$ cat config.mk
export PLATFORM = sky130hd
export DESIGN_NAME = fpa_div_step
export DESIGN_NICKNAME = d
export VERILOG_FILES = /design/src/fpa_pkg.sv /design/src/fpa_div_step.sv
export SDC_FILE = /design/constraint.sdc
export NUM_CORES = 1
export LEC_CHECK = 0
export ABC_AREA = 0
export BUFFER_PORTS_ARGS = -buffer_cell sky130_fd_sc_hd__buf_2
export CAP_MARGIN = 20
export CORE_AREA = 2 2 262 264
export DETAILED_ROUTE_END_ITERATION = 12
export DIE_AREA = 0 0 264 266
export GPL_ROUTABILITY_DRIVEN = 0
export SYNTH_ARGS = -nofsm -noshare
export SYNTH_HDL_FRONTEND = slang
export SYNTH_SLANG_ARGS = --single-unit
$ cat constraint.sdc
create_clock -name clk -period 17.3 [get_ports clk]
set_input_delay 2.595 -clock clk [delete_from_list [all_inputs] [get_ports clk]]
set_output_delay 2.595 -clock clk [all_outputs]
set_load 0.01 [all_outputs]
$ cat src/fpa_pkg.sv
`timescale 1ns / 1ps
// ----------------------------------------------------------------------------
// fpa_pkg
// Opcodes, the pipeline item record and saturation helpers shared by the
// stages of the fixed-point ALU.
// ----------------------------------------------------------------------------
package fpa_pkg;

  typedef enum logic [3:0] {
    OP_ADD      = 4'd0,
    OP_SUB      = 4'd1,
    OP_MUL      = 4'd2,
    OP_DIV      = 4'd3,
    OP_INC      = 4'd4,
    OP_DEC      = 4'd5,
    OP_MIN      = 4'd6,
    OP_MAX      = 4'd7,
    OP_TO_INT   = 4'd8,
    OP_FROM_INT = 4'd9,
    OP_COMPARE  = 4'd10
  } op_t;

  localparam logic [31:0] MAX32 = 32'h7FFF_FFFF;
  localparam logic [31:0] MIN32 = 32'h8000_0000;

  // One item as it moves down the pipeline.
  typedef struct packed {
    logic [3:0]         op;
    logic signed [31:0] a;
    logic signed [31:0] b;
    logic               less;
    logic               equal;
    logic               greater;
    logic [31:0]        res;
    logic               ovf;
    logic               dz;
    logic               neg;
    logic signed [63:0] prod;
    logic [63:0]        rem;
    logic [63:0]        den;
    logic [31:0]        quo;
    logic               dsat;
  } item_t;

  // Apply a sign to a magnitude and saturate; returns {overflow, value}.
  function automatic logic [32:0] sat_mag(logic [63:0] mag, logic neg);
    if (neg) begin
      if (mag > 64'h0000_0000_8000_0000) return {1'b1, MIN32};
      return {1'b0, 32'(32'd0 - mag[31:0])};
    end
    if (mag > 64'h0000_0000_7FFF_FFFF) return {1'b1, MAX32};
    return {1'b0, mag[31:0]};
  endfunction

  // Saturate a 33-bit signed sum; returns {overflow, value}.
  function automatic logic [32:0] sat_sum(logic [32:0] s);
    if (s[32] != s[31]) return {1'b1, (s[32] ? MIN32 : MAX32)};
    return {1'b0, s[31:0]};
  endfunction

endpackage

$ cat src/fpa_div_step.sv
`timescale 1ns / 1ps
// ----------------------------------------------------------------------------
// fpa_div_step
// One restoring-division stage: settles quotient bit BIT.
// ----------------------------------------------------------------------------
module fpa_div_step #(
  parameter int BIT = 31
) (
  input  logic           clk,
  input  logic           rst,
  input  logic           in_valid,
  output logic           in_ready,
  input  fpa_pkg::item_t in_item,
  output logic           out_valid,
  input  logic           out_ready,
  output fpa_pkg::item_t out_item
);

  fpa_pkg::item_t item_next;
  logic [63:0] trial;

  always_comb begin
    trial     = in_item.den << BIT;
    item_next = in_item;
    if (in_item.rem >= trial) begin
      item_next.rem      = in_item.rem - trial;
      item_next.quo[BIT] = 1'b1;
    end
  end

  assign in_ready = !out_valid || out_ready;

  always_ff @(posedge clk) begin
    if (rst) begin
      out_valid <= 1'b0;
    end else if (in_ready) begin
      out_valid <= in_valid;
    end
  end

  always_ff @(posedge clk) begin
    if (in_valid && in_ready) begin
      out_item <= item_next;
    end
  end

endmodule

## Word-level counts from Yosys, hierarchy flattened

Index checks and enable logic that the tools add are counted.

| storage, ports and cells | value |
|---|---|
| memory bits (writable) | 0 |
| register bits after elaboration | 332 |
| word-level logic and storage cells | 23 |
| ROM bits | 0 |
| input bits | 335 |
| output and inout port bits | 333 |
| memories kept | 0 |
| bits in latches | 0 |

| cells by class | value |
|---|---|
| equality and inequality tests | 0 |
| multiplexer cells | 1 |
| add/subtract/negate cells | 1 |
| reduce and logical (&&, ||, !) cells | 3 |
| bitwise logic cells | 0 |
| shift operators | 0 |
| divide/modulo/power cells | 0 |
| $mul | 0 |
| order comparisons | 1 |

Operators by type and width:

| operator | number |
|---|---|
| $ge 64x64->1 | 1 |
| $mux 64 | 1 |
| $sub 64x64->64 | 1 |
| $logic_and 1x1->1 | 1 |
| $logic_not 1->1 | 1 |
| $logic_or 1x1->1 | 1 |

## Depth between registers and ports, before layout

Gate-level depths: netlist (run 1).

| logic depth | value |
|---|---|
| word-level depth | 3 |
| mapped depth | 13 |
| mapped depth without buffers | 11 |

## Worst setup path after synthesis (run 1)

Ideal clock, no wire load.

| timing path | value |
|---|---|
| kind | input-to-reg |
| start | in out_ready |
| end | reg out_item[0] (netlist name) (enable) |
| data required time | 16.563 ns |
| library setup time | 0.737 ns |
| arrival time | 10.321 ns |
| stages | 2 |
| setup slack | 6.242 ns |
| path buffers | 0 |
| cell sequence | nand2b_1 > and2_1 |

| between the ends | value |
|---|---|
| word-level cells in the longest chain between the ends | 2 |

RTL lines:

| what | RTL line | RTL |
|---|---|---|
| start: declaration | fpa_div_step.sv:15 | `input logic out_ready,` |
| $logic_or 1x1->1 | fpa_div_step.sv:31 | `assign in_ready = !out_valid \|\| out_ready;` |
| $logic_and 1x1->1 | fpa_div_step.sv:42 | `if (in_valid && in_ready) begin` |
| end signal: assignment | fpa_div_step.sv:43 | `out_item <= item_next;` |
| end: declaration | fpa_div_step.sv:16 | `output fpa_pkg::item_t out_item` |

Every way passes these cells.
A chain may end at the register's enable or synchronous reset.

## Worst setup path after layout (run 1)

| timing path | value |
|---|---|
| start | in out_ready |
| end | out in_ready |

| between the ends | value |
|---|---|
| word-level cells in the longest chain between the ends | 1 |

RTL lines:

| what | RTL line | RTL |
|---|---|---|
| $logic_or 1x1->1 | fpa_div_step.sv:31 |  |
| end: declaration | fpa_div_step.sv:12 | `output logic in_ready,` |

Every way passes these cells.

==> flow_metrics.env, run 1 <==
export IMPL_outcome="finished clean"
export IMPL_yosysSeqAreaShare_pct=79.7
export IMPL_htree_num_levels=2
export IMPL_grt_pass1_vias=9666
export IMPL_area_growth_pct=46.7
export IMPL_cp_start_kind="input pin"
export IMPL_setup_violations=0
export IMPL_viasPerCell=4.11
export IMPL_antenna_found_initial=34
export IMPL_nNetsFinal=1809
export IMPL_cpMaxStageDelayCell="nand2b_1"
export IMPL_synth_avg_cell_area_sq_um=16.9
export IMPL_worst_pin_slew_ps=1110
export IMPL_track_usage_pct=15.3
export IMPL_start_util_pct=18.4
export IMPL_hold_buffers=0
export IMPL_irDropWorstVdd_mv=0.0648
export IMPL_wl_per_cell_um=24.0
export IMPL_detail_route_antenna_nets=0
export IMPL_hold_path_class="reg -> reg"
export IMPL_holdCritStartpoint="out_valid"
export IMPL_ys_warn_count=0
export IMPL_r2r_end="out_item[205]"
export IMPL_core_sq_mm=0.0677
export IMPL_worstPathRequired_ps=14700
export IMPL_drt_total_wl_mm=56.5
export IMPL_rows=96
export IMPL_cp_max_fo=3
export IMPL_die_h_um=266
export IMPL_maxCapViolCount=0
export IMPL_port_buffers=667
export IMPL_arrival_ps=3080
export IMPL_syn_inst=740
export IMPL_setup_tns_ps=0
export IMPL_grt_max_degree=80
export IMPL_overflow=0
export IMPL_hold_slack_ps=615
export IMPL_syn_nets=1109
export IMPL_critPathMaxStageDelay_ps=210
export IMPL_finClkSkew_ps=24.6
export IMPL_post_cts_buffers=0
export IMPL_p_leak_nw=7.74
export IMPL_clk_pin_slew_ps=60
export IMPL_insertion_delay_ps=560
export IMPL_cp_common_cell="buf_2"
export IMPL_ff2ff_setup_slack_ps=14000
export IMPL_synthArstFlopShare_pct=0
export IMPL_post_cts_resized=0
export IMPL_synth_ff_type="edfxtp_1"
export IMPL_dieWidth_um=264
export IMPL_m1WireLength_mm=21.9
export IMPL_ioPinCount=668
export IMPL_cts_tree="built"
export IMPL_yosys_area_top_type="edfxtp_1"
export IMPL_grt_pass1_wl_mm=76.0
export IMPL_drt_iter0_markers=810
export IMPL_netlist_area_sq_mm=0.0125
export IMPL_fin_crit_sh_pct=32.8
export IMPL_met3_length_mm=4.85
export IMPL_wl_met2_mm=27.8
export IMPL_fin_crit_ps=5680
export IMPL_dieArea_sq_mm=0.0702
export IMPL_rsz0062_at_grt="no"
export IMPL_clk_path_buf_depth=3
export IMPL_post_route_drc_count=0
export IMPL_highest_layer="met5"
export IMPL_reg2reg_from="out_valid"
export IMPL_numClockSinks=332
export IMPL_hold_path_end="out_valid"
export IMPL_end_kind="output pin"
export IMPL_yosys_top_cells_area="edfxtp_1 80%, ha_1 3.3%, a21oi_1 2.4%, inv_1 1.4%, nor2_1 1.4%"
export IMPL_path_cells="buf_2, nand2b_1, buf_2"
export IMPL_numCtsBuffers=43
export IMPL_fillers=7046
export IMPL_power_density_mw_per_mm2=117
export IMPL_vias=9698
export IMPL_crit_type="in -> out"
export IMPL_maxSlewViolCount=0
export IMPL_dp_hpwl_mm=45.3
export IMPL_relSlewSlack_pct=26.2
export IMPL_r2r_cells=4
export IMPL_synthDistinctLibCells=56
export IMPL_whs_path_depth=2
export IMPL_fmax_mhz=176
export IMPL_hold_viol=0
export IMPL_drive_above_1_share_pct=50.8
export IMPL_root_buffer="clkbuf_16"
export IMPL_yosys_area_top_type_share_pct=79.6
export IMPL_ys_ff_latch=332
export IMPL_synth_edf_count=331
export IMPL_firstDrtPassIters=5
-- critical path, delay by kind of cell --
family / cells / cell delay, ps
buffers and inverters: 2 / 270
and+or+nand+nor: 1 / 210
-- worst max-delay path by stage --
stage	slack, ps	start	endpoint
finish	11620	out_ready	in_ready
global route	11620	out_ready	in_ready
CTS	11640	out_ready	in_ready
global placement	11480	in_item[128]	out_item[156]
floorplan	6240	out_ready	out_item[0]
detailed placement	11410	in_item[128]	out_item[156]
-- sequential cells by signal (all words and copies together) (netlist names) --
register,count
out_item,331
out_valid,1
-- cell families after synthesis --
group           after synthesis  synth area share, %
mux                           2                0.170
fa+ha+maj                    34                 3.46
compound gates              156                 8.01
simple gates                132                 5.06
xor+xnor                     21                 1.47
buf+inv                      63                 2.11
flops                       332                 79.7
-- report_power, final --
part           switching, mW  total (mW)  internal (mW)
logic                  0.166       0.264         0.0980
registers             0.0143       0.965          0.951
clock network          0.367       0.917          0.550
-- layer usage --
metal / up-vias / track usage (%)
li1: 4252 / -
met1: 4765 / 18.0
met2: 531 / 26.3
met3: 128 / 5.27
met4: 22 / 4.61
met5: - / 0
-- synth_stat cells (all sizes together), types with 2 or more instances --
cell type	number
xor2	9
o31ai	6
nor2b	3
nor2	45
or4	2
buf	12
nand2	37
nand4	8
inv	45
edfxtp	331
o21bai	5
a21oi	60
nand3	7
nor4	8
a211oi	7
o21ai	24
ha	33
o21a	12
clkbuf	6
nor3	3
and3	3
a31oi	9
and2	3
or3	2
xnor2	12
nand2b	5
and4	3
o2111a	2
o211ai	3
a21o	17
-- area by class of cell --
class | count | area (sq um) | area share (%)
Clock buffer | 51 | 1110 | 6.03
Sequential cell | 332 | 9960 | 54.3
Timing Repair Buffer | 673 | 3380 | 18.5
Antenna cell | 2 | 5.00 | 0.0273
Multi-Input combinational cell | 345 | 2280 | 12.4
Tap cell | 882 | 1100 | 6.02
Clock inverter | 27 | 327 | 1.78
Inverter | 45 | 169 | 0.922
-- through the flow --
| stage | total power [mW] | setup slack, ps | util (%) | area [sq um] | std cells |
|---|---|---|---|---|---|
| 4_1_cts | 2.18 | 11640 | 27.1 | 18300 | 2355 |
| 2_1_floorplan | 1.12 | 6240 | - | 12500 | 740 |
| 3_5_place_dp | 1.25 | 11410 | 24.9 | 16900 | 2277 |
| 5_1_grt | 2.24 | 11620 | 27.1 | 18300 | 2355 |
| 3_3_place_gp | 1.24 | 11480 | 24.9 | 16900 | 2277 |
| 6_report | 2.15 | 11620 | 27.1 | 18300 | 2357 |
-- cells in the final DEF (no fill, tap or decap), types with 16 or more instances in the layout --
cell type  instances
buf_2            667
nor2_1            45
ha_1              33
o21ai_0           16
a21o_1            17
clkbuf_16         43
a21oi_1           60
edfxtp_1         331
nand2_1           37
inv_1             45
Power figures use the tool's default switching activity.
==> run 2, diff against run 1 <==
--- a/config.mk
+++ b/config.mk
@@ -5,12 +5,12 @@
 export SDC_FILE = /design/constraint.sdc
 export NUM_CORES = 1
 export LEC_CHECK = 0
-export ABC_AREA = 0
+export ABC_AREA = 1
 export BUFFER_PORTS_ARGS = -buffer_cell sky130_fd_sc_hd__buf_2
 export CAP_MARGIN = 20
-export CORE_AREA = 2 2 262 264
+export CORE_AREA = 2 2 258 260
 export DETAILED_ROUTE_END_ITERATION = 12
-export DIE_AREA = 0 0 264 266
+export DIE_AREA = 0 0 260 262
 export GPL_ROUTABILITY_DRIVEN = 0
 export SYNTH_ARGS = -nofsm -noshare
 export SYNTH_HDL_FRONTEND = slang
==> constraint.sdc (replaced) <==
create_clock -name clk -period 5.2 [get_ports clk]
set_input_delay 0.78 -clock clk [delete_from_list [all_inputs] [get_ports clk]]
set_output_delay 0.78 -clock clk [all_outputs]
set_load 0.01 [all_outputs]
==> run 2 against run 1 <==
- combinational power increased to 3.7 times the previous value
- global-route usage increased by 3.2 points
- via count grew 15%
- synthesized area is 7.5% higher
- utilization up 2.5 points
- power grew to 3.3 times the previous value
- synthesized cell count is 46% higher
- clock-buffer cell count decreased by 2
- sequential cell count stayed put
- critical endpoint is now out_item[32]
- largest cell class unchanged
- largest power group unchanged
- highest routed layer unchanged
==> flow_metrics.env, run 2 <==
export IMPL_whs_path_depth=2
export IMPL_synth_edf_count=331
export IMPL_area_growth_pct=43.8
export IMPL_fmax_mhz=368
export IMPL_drt_total_wl_mm=67.0
export IMPL_firstDrtPassIters=5
export IMPL_fin_crit_ps=2720
export IMPL_numClockSinks=332
export IMPL_most_common_layout_cells="667 x buf_2, 339 x nand2_1, 331 x edfxtp_1, 173 x inv_1, 52 x nor2_1"
export IMPL_layout_commonest_cell="buf_2"
export IMPL_maxSlewViolCount=0
export IMPL_syn_inst=1079
export IMPL_fin_cells=2693
export IMPL_core_sq_mm=0.0653
export IMPL_synthArstFlopShare_pct=0
export IMPL_irDropWorstVdd_mv=0.196
export IMPL_drive_above_1_share_pct=41.4
export IMPL_p_leak_nw=9.02
export IMPL_hold_viol=0
export IMPL_clk_pin_slew_ps=60
export IMPL_hold_path_class="in -> reg"
export IMPL_syn_nets=1448
export IMPL_post_route_drc_count=0
export IMPL_reg2reg_from="out_valid"
export IMPL_track_usage_pct=18.5
export IMPL_maxCapViolCount=0
export IMPL_grt_pass1_vias=11000
export IMPL_vias=11100
export IMPL_ys_ff_latch=332
export IMPL_synth_avg_cell_area_sq_um=12.4
export IMPL_holdCritStartpoint="rst"
export IMPL_grt_use_met1_pct=19.6
export IMPL_cp_max_fo=34
export IMPL_numCtsBuffers=42
export IMPL_worstPathRequired_ps=5500
export IMPL_top_register="out_item"
export IMPL_ys_top_cells_by_count="339 x nand2_1, 331 x edfxtp_1, 175 x inv_1, 52 x nor2_1, 39 x nand4_1"
export IMPL_drt_iter0_markers=984
export IMPL_antenna_found_initial=48
export IMPL_dp_cells=2608
export IMPL_worst_pin_slew_ps=717
export IMPL_port_buffers=667
export IMPL_dieWidth_um=260
export IMPL_rsz0062_at_grt="no"
export IMPL_cts_tree="built"
export IMPL_hold_slack_ps=376
export IMPL_fin_util_pct=29.6
export IMPL_yosys_area_top_type="edfxtp_1"
export IMPL_grt_pass1_wl_mm=86.2
export IMPL_finClkSkew_ps=16.5
export IMPL_relSlewSlack_pct=52.2
export IMPL_gr_usage_met3_pct=9.07
export IMPL_viasPerCell=4.14
export IMPL_rows=94
export IMPL_ff2ff_setup_slack_ps=3230
export IMPL_power_total_mw=7.14
export IMPL_critPathLaunch="in_item[50]"
export IMPL_ys_warn_count=0
export IMPL_synth_ff_type="edfxtp_1"
export IMPL_hold_buffers=0
export IMPL_crit_type="in -> reg"
export IMPL_grt_max_degree=115
export IMPL_htree_num_levels=2
export IMPL_setup_violations=0
export IMPL_die_h_um=262
export IMPL_fin_crit_sh_pct=52.3
export IMPL_end_kind="flop"
export IMPL_post_cts_resized=0
export IMPL_synthDistinctLibCells=28
export IMPL_top_usage_layer="met2"
export IMPL_hold_path_end="out_valid"
export IMPL_largest_reg_flops=331
export IMPL_top_regs="out_item (331), out_valid (1)"
export IMPL_dp_hpwl_mm=55.3
export IMPL_cp_start_kind="input pin"
export IMPL_overflow=0
export IMPL_start_util_pct=20.6
export IMPL_nNetsFinal=2157
export IMPL_outcome="finished clean"
export IMPL_yosys_top_cells_area="edfxtp_1 74%, nand2_1 9.5%, inv_1 4.9%, ha_1 3.1%, nand4_1 1.8%"
export IMPL_ioPinCount=668
export IMPL_clk_path_buf_depth=3
export IMPL_root_buffer="clkbuf_16"
export IMPL_dpl_instance_area_sq_mm=0.0179
export IMPL_detail_route_antenna_nets=0
export IMPL_wl_per_cell_um=24.9
export IMPL_yosysSeqAreaShare_pct=74.2
export IMPL_dieArea_sq_mm=0.0681
export IMPL_yosys_area_top_type_share_pct=74.0
export IMPL_fin_area_sq_mm=0.0193
export IMPL_r2r_cells=3
export IMPL_grtUsageMet2_pct=31.2
export IMPL_yosysMostFrequentCell="nand2_1"
export IMPL_netlist_area_sq_mm=0.0134
export IMPL_power_density_mw_per_mm2=370
export IMPL_r2r_end="out_item[228]"
export IMPL_post_cts_buffers=0
export IMPL_insertion_delay_ps=550
export IMPL_arrival_ps=3020
==> run 2: cell types whose count changed in the layout (fill, tap and decap cells not counted), sizes merged, moves of 22 or more <==
cell	previous run	this run
nand2	37	340
nand4	8	39
a21oi	60	24
nand3	7	29
inv	47	179
o21ai	24	1
==> run 2: layer usage <==
layer / wire [um] / vias to the layer above
li1: - / 5051
met1: 23600 / 5322
met2: 32000 / 573
met3: 7920 / 156
met4: 3190 / 36
met5: 230 / -
==> run 2: worst max-delay path by stage <==
stage / end / slack, ps / cells after the start
after global routing: out_item[32] / 2350 / 11
after CTS: out_item[32] / 2520 / 11
after global placement: out_item[32] / 1950 / 11
final: out_item[32] / 2480 / 11
after detailed placement: out_item[32] / 1920 / 11
after floorplan: out_item[0] / -1450 / 2
==> run 2: power by group <==
group	switching (mW)	internal, mW	leakage [nW]
clock	1.20	1.77	0.656
sequential	0.0493	3.16	3.21
combinational	0.635	0.333	5.15
==> run 2: cell type report <==
class | count | area (sq um)
Fill cell | 6825 | 46000
Sequential cell | 332 | 9960
Timing Repair Buffer | 678 | 3470
Multi-Input combinational cell | 558 | 2740
Clock buffer | 49 | 1100
Tap cell | 864 | 1080
Inverter | 176 | 668
Clock inverter | 27 | 280
Antenna cell | 9 | 22.5
==> run 2: per-stage QoR <==
| step | TNS, ps | setup WS [ps] |
|---|---|---|
| 2_1_floorplan | -481010 | -1450 |
| 3_3_place_gp | 0 | 1950 |
| 3_5_place_dp | 0 | 1920 |
| 4_1_cts | 0 | 2520 |
| 5_1_grt | 0 | 2350 |
| 6_report | 0 | 2480 |
==> run 2: logic make-up after synthesis <==
kind of cell | Yosys count | share of synthesized area, %
xor gates and xnor gates | 15 | 0.978
AOI/OAI and AO/OA | 27 | 1.04
buffers and inverters | 189 | 5.54
adders and majority gates | 34 | 3.22
and+or+nand+nor | 482 | 15.0
DFF | 332 | 74.2
==> run 2: critical path, stage by stage <==
cell and delay [ps]:
buf_2 170, inv_1 70, ha_1 350, nand2_1 140, nor2_2 60, nand2_1 90
nor2_2 70, nand3_2 70, buf_4 380, nand3_4 450, or2_1 360
